### config.mk
export PLATFORM = sky130hd
export DESIGN_NAME = rmm_ctrl
export DESIGN_NICKNAME = d
export VERILOG_FILES = /design/src/rtl/core/rmm_pkg.sv /design/src/rtl/core/rmm_ctrl.sv
export SDC_FILE = /design/constraint.sdc
export NUM_CORES = 1
export LEC_CHECK = 0
export BUFFER_PORTS_ARGS = -buffer_cell sky130_fd_sc_hd__buf_2
export CAP_MARGIN = 20
export CORE_AREA = 2 2 39 41
export CTS_BUF_LIST = sky130_fd_sc_hd__clkbuf_16
export CTS_CLUSTER_SIZE = 25
export DETAILED_ROUTE_END_ITERATION = 8
export DIE_AREA = 0 0 41 43
export GPL_TIMING_DRIVEN = 0
export PLACE_DENSITY_LB_ADDON = 0.3
export SYNTH_ARGS = -nofsm -noshare
export SYNTH_HDL_FRONTEND = slang
export SYNTH_SLANG_ARGS = --single-unit
### constraint.sdc
create_clock -name i_clk -period 3 [get_ports i_clk]
set_clock_uncertainty 0.15 [all_clocks]
set_input_delay 0.3 -clock i_clk [delete_from_list [all_inputs] [get_ports i_clk]]
set_output_delay 0.3 -clock i_clk [all_outputs]
set_load 0.01 [all_outputs]
### src/rtl/core/rmm_pkg.sv
// shared types and constants for the range max/min sparse table unit
// no dependencies
package rmm_pkg;
    localparam int unsigned MAX_ELEMENTS_DEF = 1024;
    localparam int unsigned VALUE_WIDTH_DEF  = 32;
    localparam int unsigned IDX_W            = 10;
    localparam int unsigned FIELD_W          = 32;

    // request kinds carried on tuser
    localparam logic CMD_LOAD  = 1'b0;
    localparam logic CMD_QUERY = 1'b1;

    typedef enum logic [2:0] {
        ST_IDLE,
        ST_BUILD_RD0,
        ST_BUILD_RD1,
        ST_BUILD_WR,
        ST_QUERY_RD,
        ST_QUERY_RES,
        ST_OUT
    } t_state;

    typedef struct packed {
        logic load;       // store pair at count
        logic restart;    // restart count with this pair, clear built flag
        logic build_init; // start build at level 1
        logic build_rd0;
        logic build_rd1;
        logic build_wr;   // write and advance
        logic build_done;
        logic query_rd;
        logic query_res;
        logic out_take;
    } t_cmd;

    typedef struct packed {
        logic built;
        logic build_level_ok; // another level to do
        logic build_last;     // last entry of this level
        logic full;
    } t_status;
endpackage

### src/rtl/core/rmm_ctrl.sv
// controller state machine for the range max/min unit
// depends on rmm_pkg
module rmm_ctrl (
    input  logic             i_clk,
    input  logic             i_rst_n,
    input  logic             i_req_valid,
    output logic             o_req_ready,
    input  logic             i_req_query,
    input  logic             i_req_last,
    output logic             o_res_valid,
    input  logic             i_res_ready,
    input  rmm_pkg::t_status i_status,
    output rmm_pkg::t_cmd    o_cmd
);
    import rmm_pkg::*;

    t_state r_state, n_state;
    logic   r_valid, n_valid;

    always_ff @(posedge i_clk) begin
        if (!i_rst_n) begin
            r_state <= ST_IDLE;
            r_valid <= 1'b0;
        end else begin
            r_state <= n_state;
            r_valid <= n_valid;
        end
    end

    always_comb begin
        n_state     = r_state;
        n_valid     = r_valid;
        o_cmd       = '0;
        o_req_ready = 1'b0;
        if (r_valid && i_res_ready) n_valid = 1'b0;
        unique case (r_state)
            ST_IDLE: begin
                o_req_ready = 1'b1;
                if (i_req_valid) begin
                    if (i_req_query) begin
                        o_cmd.query_rd = 1'b1;
                        n_state = ST_QUERY_RD;
                    end else begin
                        o_cmd.load    = 1'b1;
                        o_cmd.restart = i_status.built;
                        if (i_req_last) begin
                            o_cmd.build_init = 1'b1;
                            n_state = ST_BUILD_RD0;
                        end
                    end
                end
            end
            ST_BUILD_RD0: begin
                if (i_status.build_level_ok) begin
                    o_cmd.build_rd0 = 1'b1;
                    n_state = ST_BUILD_RD1;
                end else begin
                    o_cmd.build_done = 1'b1;
                    n_state = ST_IDLE;
                end
            end
            ST_BUILD_RD1: begin
                o_cmd.build_rd1 = 1'b1;
                n_state = ST_BUILD_WR;
            end
            ST_BUILD_WR: begin
                o_cmd.build_wr = 1'b1;
                n_state = ST_BUILD_RD0;
            end
            ST_QUERY_RD: begin
                o_cmd.query_res = 1'b1;
                n_state = ST_QUERY_RES;
            end
            ST_QUERY_RES: begin
                n_state = ST_OUT;
            end
            ST_OUT: begin
                if (!r_valid || i_res_ready) begin
                    o_cmd.out_take = 1'b1;
                    n_valid = 1'b1;
                    n_state = ST_IDLE;
                end
            end
            default: n_state = ST_IDLE;
        endcase
    end

    assign o_res_valid = r_valid;
endmodule

==> After elaboration in Yosys (flattened, before gate mapping) <==
Cells that the tools add are included.
{ "totals": {"register_bits": 4, "elab_cells": 42} }
{ "classes": {"n_eq_ne": 9, "mux": 26, "n_reduce_logical": 5} }
{ "ops": {"columns": ["op", "n"], "rows": [
  ["3-bit 2-to-1 mux", 7],
  ["3-bit case mux with 7 select lines", 1],
  ["1-bit 2-to-1 mux", 17],
  ["3-bit equality test (second input constant)", 3],
  ["3-bit by 2-bit equality test with 1-bit output (second input constant)", 2],
  ["2-bit inequality test (second input constant)", 2],
  ["3-bit by 1-bit equality test with 1-bit output (second input constant)", 1],
  ["3-bit zero test", 1],
  ["3-bit inequality test (second input constant)", 1],
  ["3-bit AND reduction", 1],
  ["2-bit 2-to-1 mux", 1],
  ["1-bit logical AND", 1],
  ["1-bit zero test", 1],
  ["1-bit logical OR", 1]
]} }

==> Longest topological paths before layout <==
Gate-level depths: netlist of run 1.
{ "logic_depth": {"word_depth": 4, "ltp_mapped": 4, "ltp_nobuf": 3} }

==> Least setup slack after synthesis of run 1 <==
Ideal clock, no wire load.
{ "synth_timing": {"path_type": "register -> output", "start": "reg r_state[1]", "end": "out o_cmd[7] in the netlist's numbering", "arrival_ns": 1.045, "t_required_ns": 2.550, "setup_slack_ns": 1.505, "path_stages_with_launch": 4, "path_buffers": 0, "cell_sequence": "dfxtp_1 nor3_2 and3b_1 and2_1"} }
{ "synth_lines": {"columns": ["item", "line", "rtl"], "rows": [
  ["start, declared", "rmm_ctrl.sv:17", "t_state r_state, n_state;"],
  ["start signal, assigned", "rmm_ctrl.sv:25", "r_state <= n_state;"],
  ["end, declared", "rmm_ctrl.sv:13", "output rmm_pkg::t_cmd o_cmd"]
]} }

==> impl_metrics.csv, run 1 <==
group,metric,value,unit
die,initial_core_util,0.217,
placed_design,placedCellCount,75,
timing,fin_crit_sh,0.547,
power,ir_drop,0.000596,V
critical_path,startpoint,"r_state[1]$_SDFFE_PN0P_",
synthesis,synth.area.mux_share,0.0333,
global_routing,grt_antenna_before_repair,0,
synthesis,yosys.area_share.simple,0.479,
cts,cts.sinks,4,
power,leakage,0.254,nW
die,io_pins,22,
die,die_h,43,um
power,comb_power_share,0.161,
synthesis,synth_area,300,um2
power,powerDensity,642,nW/um2
critical_path,worstReg2RegStart,"r_state[1]$_SDFFE_PN0P_",
cts,insertion_delay,0.22,ns
critical_path,required,2.55,ns
layout,final_nets,74,
critical_path,path_class,"reg2out",
route,ant_nets,0,
global_routing,track_usage,0.100,
critical_path,crit_chain,"nor3_2, and3b_1, and2_1, buf_2",
synthesis,synth_xor_area_frac,0,
global_routing,grt_pass1_vias,309,
power,intPower,0.251,mW
critical_path,r2r_cells,4,
synthesis,synth_top_family_by_area,"simple AND/OR/NAND/NOR gates",
synthesis,avgSynthCellArea,7.51,um2
hold_path,worstHoldStart,"i_rst_n",
run,max_cap_violations,0,
timing,worstMarginPinSlew,0.333,ns
timing,finalSetupTns,0,ns
global_routing,grt.overflow.total,0,
global_routing,grt_max_degree,11,
cts,tritoncts,"done",
critical_path,crit_buf_inv,1,
timing,slew_viol_final,0,
critical_path,start_kind,"flip-flop",
power,swShare,0.204,
synthesis,yosys.area_share.adder,0,
cts,postCtsResizedCells,0,
die,die_area,1760,um2
placed_design,dp_slack,1.57,ns
synthesis,synth_compound_area_frac,0.150,
critical_path,rr_endpoint,"r_state[0]$_SDFFE_PN0P_",
synthesis,ys_seq_area_frac,0.267,
cts,cts-root-buf,"clkbuf_16",
synthesis,yosys.area.top_type,"dfxtp_1",
layout,layout-drive-gt1-share,0.435,
timing,worst_slack,1.36,ns
cts,ctsHtreeMaxLevel,1,
cts,cts_setup_buffers,0,
route,route.detailed.drc,0,
global_routing,grt_pass1_wl,1160,um
cts,cts_buffer_depth,2,
die,rows,14,
route,vias,357,
power,power.total,0.315,mW
critical_path,worst_setup_path_end_kind,"output pin",
layout,diodes,0,
synthesis,synth_area_leaders,"dfxtp_1 27%, and2_1 6.3%, nor2_1 6.3%",
critical_path,cp_max_fo,4,
synthesis,syn-num-nets,50,
placed_design,globalplace.congestion,0.698,
timing,final_hold_viol_count,0,
critical_path,cp.arrival,1.19,ns
cts,ctsHoldBuffers,0,
layout,fillers,161,
route,vias_per_cell,4.58,
power,pwr-share-seq,0.189,
synthesis,synth_seq_cells,4,
cts,cts.reportedPaths.clkPinSlew,0.03,ns
timing,fmax,0.609,GHz
synthesis,yosysTopAreaCellShare,0.267,
layout,area_growth,63.3,%
hold_path,min_path_cells,2,
route,routed_wl,745,um
critical_path,crit_family,"simple AND/OR/NAND/NOR gates",
timing,min_period,1.64,ns
route,first_pass_iters,1,
die,die_w,41,um
critical_path,crit_slowest_cell,"dfxtp_1",
status,status,"finished clean",
timing,slew_headroom,0.775,
timing,rsz0062_at_grt,"false",
route,wl_per_cell,9.55,um
synthesis,synthCells,40,
hold_path,min_to,"r_state[1]$_SDFFE_PN0P_",
placed_design,dpl.hpwl,569,um
layout,fin_util,0.354,
hold_path,min_path_type,"in2reg",
critical_path,r2r_slack,1.74,ns
route,first_iter_violations,0,
placed_design,io_buffers,19,
synthesis,synth_cell_type_count,23,
synthesis,ys.warnings.count,0,
timing,setup_violations,0,
cts,cts_made_buffers,3,
power,switchingPower,0.0641,mW
layout,final_cells,78,
critical_path,slowest_delay,0.33,ns
power,p_clk_frac,0.650,
die,core,1380,um2
stage by stage:
stage | cell area (um2) | hold WS [ns]
after CTS | 490 | 0.182
after floorplan | 300 | 0.268
after global routing | 490 | 0.189
after detailed placement | 415 | 0.407
final | 490 | 0.183
after global placement | 415 | 0.418
power groups by stage:
stage	clock network, mW	logic (mW)	registers (mW)
6_report	0.205	0.0506	0.0597
3_3_place_gp	0	0.0511	0.0602
5_1_grt	0.211	0.0575	0.0601
2_1_floorplan	0	0.0326	0.0598
3_5_place_dp	0	0.0510	0.0603
4_1_cts	0.209	0.0513	0.0597
worst reg2reg max path, delay by kind of cell, from the launching register on:
kind / cells / cell delay (ns)
AO/OA/AOI/OAI: 1 / 0.15
buffers and inverters: 1 / 0.23
flip-flops: 1 / 0.37
multiplexers: 1 / 0.19
AND/OR/NAND/NOR: 1 / 0.11
how the worst max path moves through the flow:
stage	endpoint	cells past startpoint	slack, ns
after global routing	o_cmd[8]	4	1.25
after floorplan	o_cmd[7]	3	1.51
final	o_cmd[8]	4	1.36
after detailed placement	o_cmd[8]	4	1.57
after global placement	o_cmd[8]	4	1.57
after CTS	o_cmd[8]	4	1.34
logic make-up after synthesis:
kind of cell           count (synthesis)
buffers and inverters                  4
DFF                                    4
muxes                                  1
and+or+nand+nor                       24
AOI/OAI and AO/OA                      7
layer usage:
layer,vias to the layer above,wire length [um],GRT usage
met2,15,355,0.144
met5,-,0,0
met3,0,77,0.0785
met4,0,0,0.0200
li1,189,-,-
met1,153,312,0.115
registers in the layout, summed over array words and instances (netlist names):
name,count
o_res_valid,1
r_state,3
cell usage after synthesis (all sizes together):
master,count
buf,3
nor2,5
nand2,2
and3,2
o21a,1
nor4b,1
a21oi,2
inv,1
nand4b,1
nor3,4
or3,1
dfxtp,4
and3b,1
o311ai,1
nand2b,2
and2,3
o31a,1
nor4bb,1
mux2i,1
nor2b,1
o21ai,2
cells in the final DEF (no fill, tap or decap):
cell       instances
nor3_1             3
buf_2             21
clkbuf_16          3
and3_1             2
o21a_1             1
o311ai_0           1
o31a_1             1
dfxtp_1            4
buf_4              1
nand2b_1           2
inv_2              1
and3b_1            1
nor2b_1            1
nand4b_1           1
nor4b_1            1
nor3_2             1
nor4bb_1           1
o21ai_0            2
a21oi_1            2
or3_1              1
and2_1             3
nor2_1             5
mux2i_1            1
nand2_1            2
layout make-up:
cell class              instances  area, um2  share of cell area
flip-flops and latches          4       80.1               0.163
plain buffers                   3       17.5              0.0357
well taps                      16       20.0              0.0408
inverters                       1       3.75             0.00765
repair buffers                 19       95.1               0.194
multi-input cells              32        199               0.406
clock buffers                   3       75.1               0.153
Power figures use the tool's default switching activity.
==> run 2, diff against run 1 <==
--- a/config.mk
+++ b/config.mk
@@ -5,6 +5,7 @@
 export SDC_FILE = /design/constraint.sdc
 export NUM_CORES = 1
 export LEC_CHECK = 0
+export ABC_AREA = 1
 export BUFFER_PORTS_ARGS = -buffer_cell sky130_fd_sc_hd__buf_2
 export CAP_MARGIN = 20
 export CORE_AREA = 2 2 39 41
==> constraint.sdc (replaced) <==
create_clock -name i_clk -period 1.4 [get_ports i_clk]
set_clock_uncertainty 0.15 [all_clocks]
set_input_delay 0.14 -clock i_clk [delete_from_list [all_inputs] [get_ports i_clk]]
set_output_delay 0.14 -clock i_clk [all_outputs]
set_load 0.01 [all_outputs]
==> impl_metrics.csv, run 2 <==
group,metric,value,unit
placed_design,io_buffers,19,
critical_path,path_class,"reg2out",
route,first_iter_violations,5,
power,p_clk_frac,0.550,
synthesis,synth_cell_type_count,17,
power,powerDensity,1380,nW/um2
route,wl_per_cell,9.11,um
timing,slew_headroom,0.882,
cts,cts-root-buf,"clkbuf_16",
layout,diodes,0,
synthesis,synthCells,52,
power,swShare,0.258,
synthesis,syn-num-nets,62,
layout,multi_input_area,213,um2
die,io_pins,22,
critical_path,crit_chain,"nor2_4, nand2_2, inv_2, nand2_4, nor3b_2, buf_2",
route,routed_wl,875,um
critical_path,slowest_delay,0.35,ns
hold_path,worstHoldStart,"i_rst_n",
layout,mostFrequentLayoutCells,"19 x buf_2, 9 x nor2_1, 8 x inv_1, 8 x nand2_1, 6 x buf_4",
power,comb_power_share,0.273,
cts,cts.sinks,4,
critical_path,cp.arrival,1.15,ns
synthesis,synth-edff-count,0,
synthesis,ys_seq_area_frac,0.249,
power,pwr-share-seq,0.178,
synthesis,synth_area,322,um2
cts,cts_made_buffers,3,
die,rows,14,
layout,layout-drive-gt1-share,0.588,
die,initial_core_util,0.232,
timing,worst_slack,-0.0399,ns
die,die_w,41,um
route,vias_per_cell,4.22,
cts,insertion_delay,0.22,ns
route,vias,405,
status,status,"finished with violations",
die,core,1380,um2
timing,slew_viol_final,0,
power,intPower,0.594,mW
layout,final_nets,92,
global_routing,grt.overflow.total,0,
cts,cts_buffer_depth,2,
placed_design,globalplace.congestion,0.673,
synthesis,synthArstFlopShare,0,
global_routing,track_usage,0.106,
synthesis,synth_seq_cells,4,
timing,worstMarginPinSlew,0.177,ns
placed_design,dpl.hpwl,584,um
placed_design,placedCellCount,87,
synthesis,yosys.area.top_type,"dfxtp_1",
layout,fillers,158,
route,first_pass_iters,4,
global_routing,grt_max_degree,6,
route,route.detailed.drc,0,
die,die_area,1760,um2
layout,area_growth,79.8,%
cts,tritoncts,"done",
synthesis,synth_area_leaders,"dfxtp_1 25%, nand2_1 11%, nor2_1 11%",
status,violations,"negative setup slack",
cts,cts.reportedPaths.clkPinSlew,0.03,ns
layout,top_register,"r_state",
layout,mostFrequentLayoutCell,"buf_2",
synthesis,ys_top_cells_by_count,"9 x nand2_1, 9 x nor2_1, 8 x inv_1",
timing,rsz0062_at_grt,"true",
timing,fin_crit_sh,1.03,
layout,fin_util,0.418,
power,ir_drop,0.000553,V
timing,setup_violations,1,
route,ant_nets,0,
global_routing,grt_pass1_wl,1280,um
layout,largest_register_ffs,3,
synthesis,avgSynthCellArea,6.18,um2
cts,ctsHoldBuffers,0,
layout,seqCellArea,88.8,um2
power,switchingPower,0.206,mW
hold_path,min_path_type,"in2reg",
critical_path,startpoint,"r_state[0]$_SDFFE_PN0P_",
critical_path,worstReg2RegStart,"r_state[1]$_SDFFE_PN0P_",
cts,ctsHtreeMaxLevel,1,
critical_path,required,1.11,ns
layout,final_cells,96,
power,leakage,0.325,nW
critical_path,start_kind,"flip-flop",
timing,min_period,1.44,ns
synthesis,synthFlopType,"dfxtp_1",
die,die_h,43,um
critical_path,worst_setup_path_end_kind,"output pin",
global_routing,grt_antenna_before_repair,0,
synthesis,ys.warnings.count,0,
global_routing,grt_pass1_vias,345,
timing,fmax,0.694,GHz
timing,final_hold_viol_count,0,
timing,finalSetupTns,-0.0399,ns
critical_path,crit_slowest_cell,"dfxtp_4",
synthesis,yosysTopAreaCellShare,0.249,
critical_path,cp_max_fo,4,
run,max_cap_violations,0,
-- run 2: logic make-up (layout without fill, tap and decap cells) --
group / after synthesis / count (layout) / share of synthesized area
DFF: 4 / 4 / 0.249
buffers and inverters: 11 / 39 / 0.128
and+or+nand+nor: 34 / 34 / 0.560
AOI/OAI and AO/OA: 3 / 3 / 0.0623
-- run 2: path summary, 6_finish.rpt --
check                                          endpoint  slack, ns  cells after the start
worst min register to register   o_res_valid$_SDFF_PN0_       0.44                      4
worst min-delay path            r_state[0]$_SDFFE_PN0P_       0.06                      3
worst max-delay path                           o_cmd[8]      -0.04                      6
worst max register to register  r_state[2]$_SDFFE_PN0P_       0.18                      7
-- run 2: critical path: cells and delay by family, from the launching register on --
family,cells,cell delay [ns]
simple gates,4,0.37
buf+inv,2,0.21
flops,1,0.35
-- run 2: layer usage --
layer / up-vias / track usage / routed length [um]
met5: - / 0 / 0
met2: 10 / 0.175 / 462
met3: 0 / 0.0314 / 42
met4: 0 / 0.0400 / 0
met1: 178 / 0.122 / 369
li1: 217 / - / -
-- run 2: power by group through the flow --
stage / logic (mW) / clock network [mW] / registers (mW)
final: 0.218 / 0.440 / 0.142
after global routing: 0.246 / 0.454 / 0.145
after CTS: 0.209 / 0.446 / 0.142
after detailed placement: 0.169 / 0 / 0.139
after global placement: 0.168 / 0 / 0.139
after floorplan: 0.119 / 0 / 0.137
-- run 2: what timing repair did --
item	in CTS	in global routing
setup buffers	5	1
endpoints found under the setup margin	6	8
resized for setup	5	3
pin swaps	1	1
-- run 2: per-stage QoR --
stage | total power [mW] | setup slack [ns] | area, um2 | hold slack [ns]
2_1_floorplan | 0.256 | 0.157 | 322 | 0.171
3_3_place_gp | 0.307 | 0.0667 | 437 | 0.285
3_5_place_dp | 0.308 | 0.0716 | 437 | 0.285
4_1_cts | 0.796 | -0.0515 | 561 | 0.0601
5_1_grt | 0.846 | -0.126 | 578 | 0.104
6_report | 0.801 | -0.0399 | 578 | 0.0614
-- run 2: final cells by class --
type / instances / area share
multi-input cells: 37 / 0.368
flip-flops and latches: 4 / 0.154
clock buffers: 3 / 0.130
inverters: 11 / 0.0714
well taps: 16 / 0.0346
repair buffers: 25 / 0.242
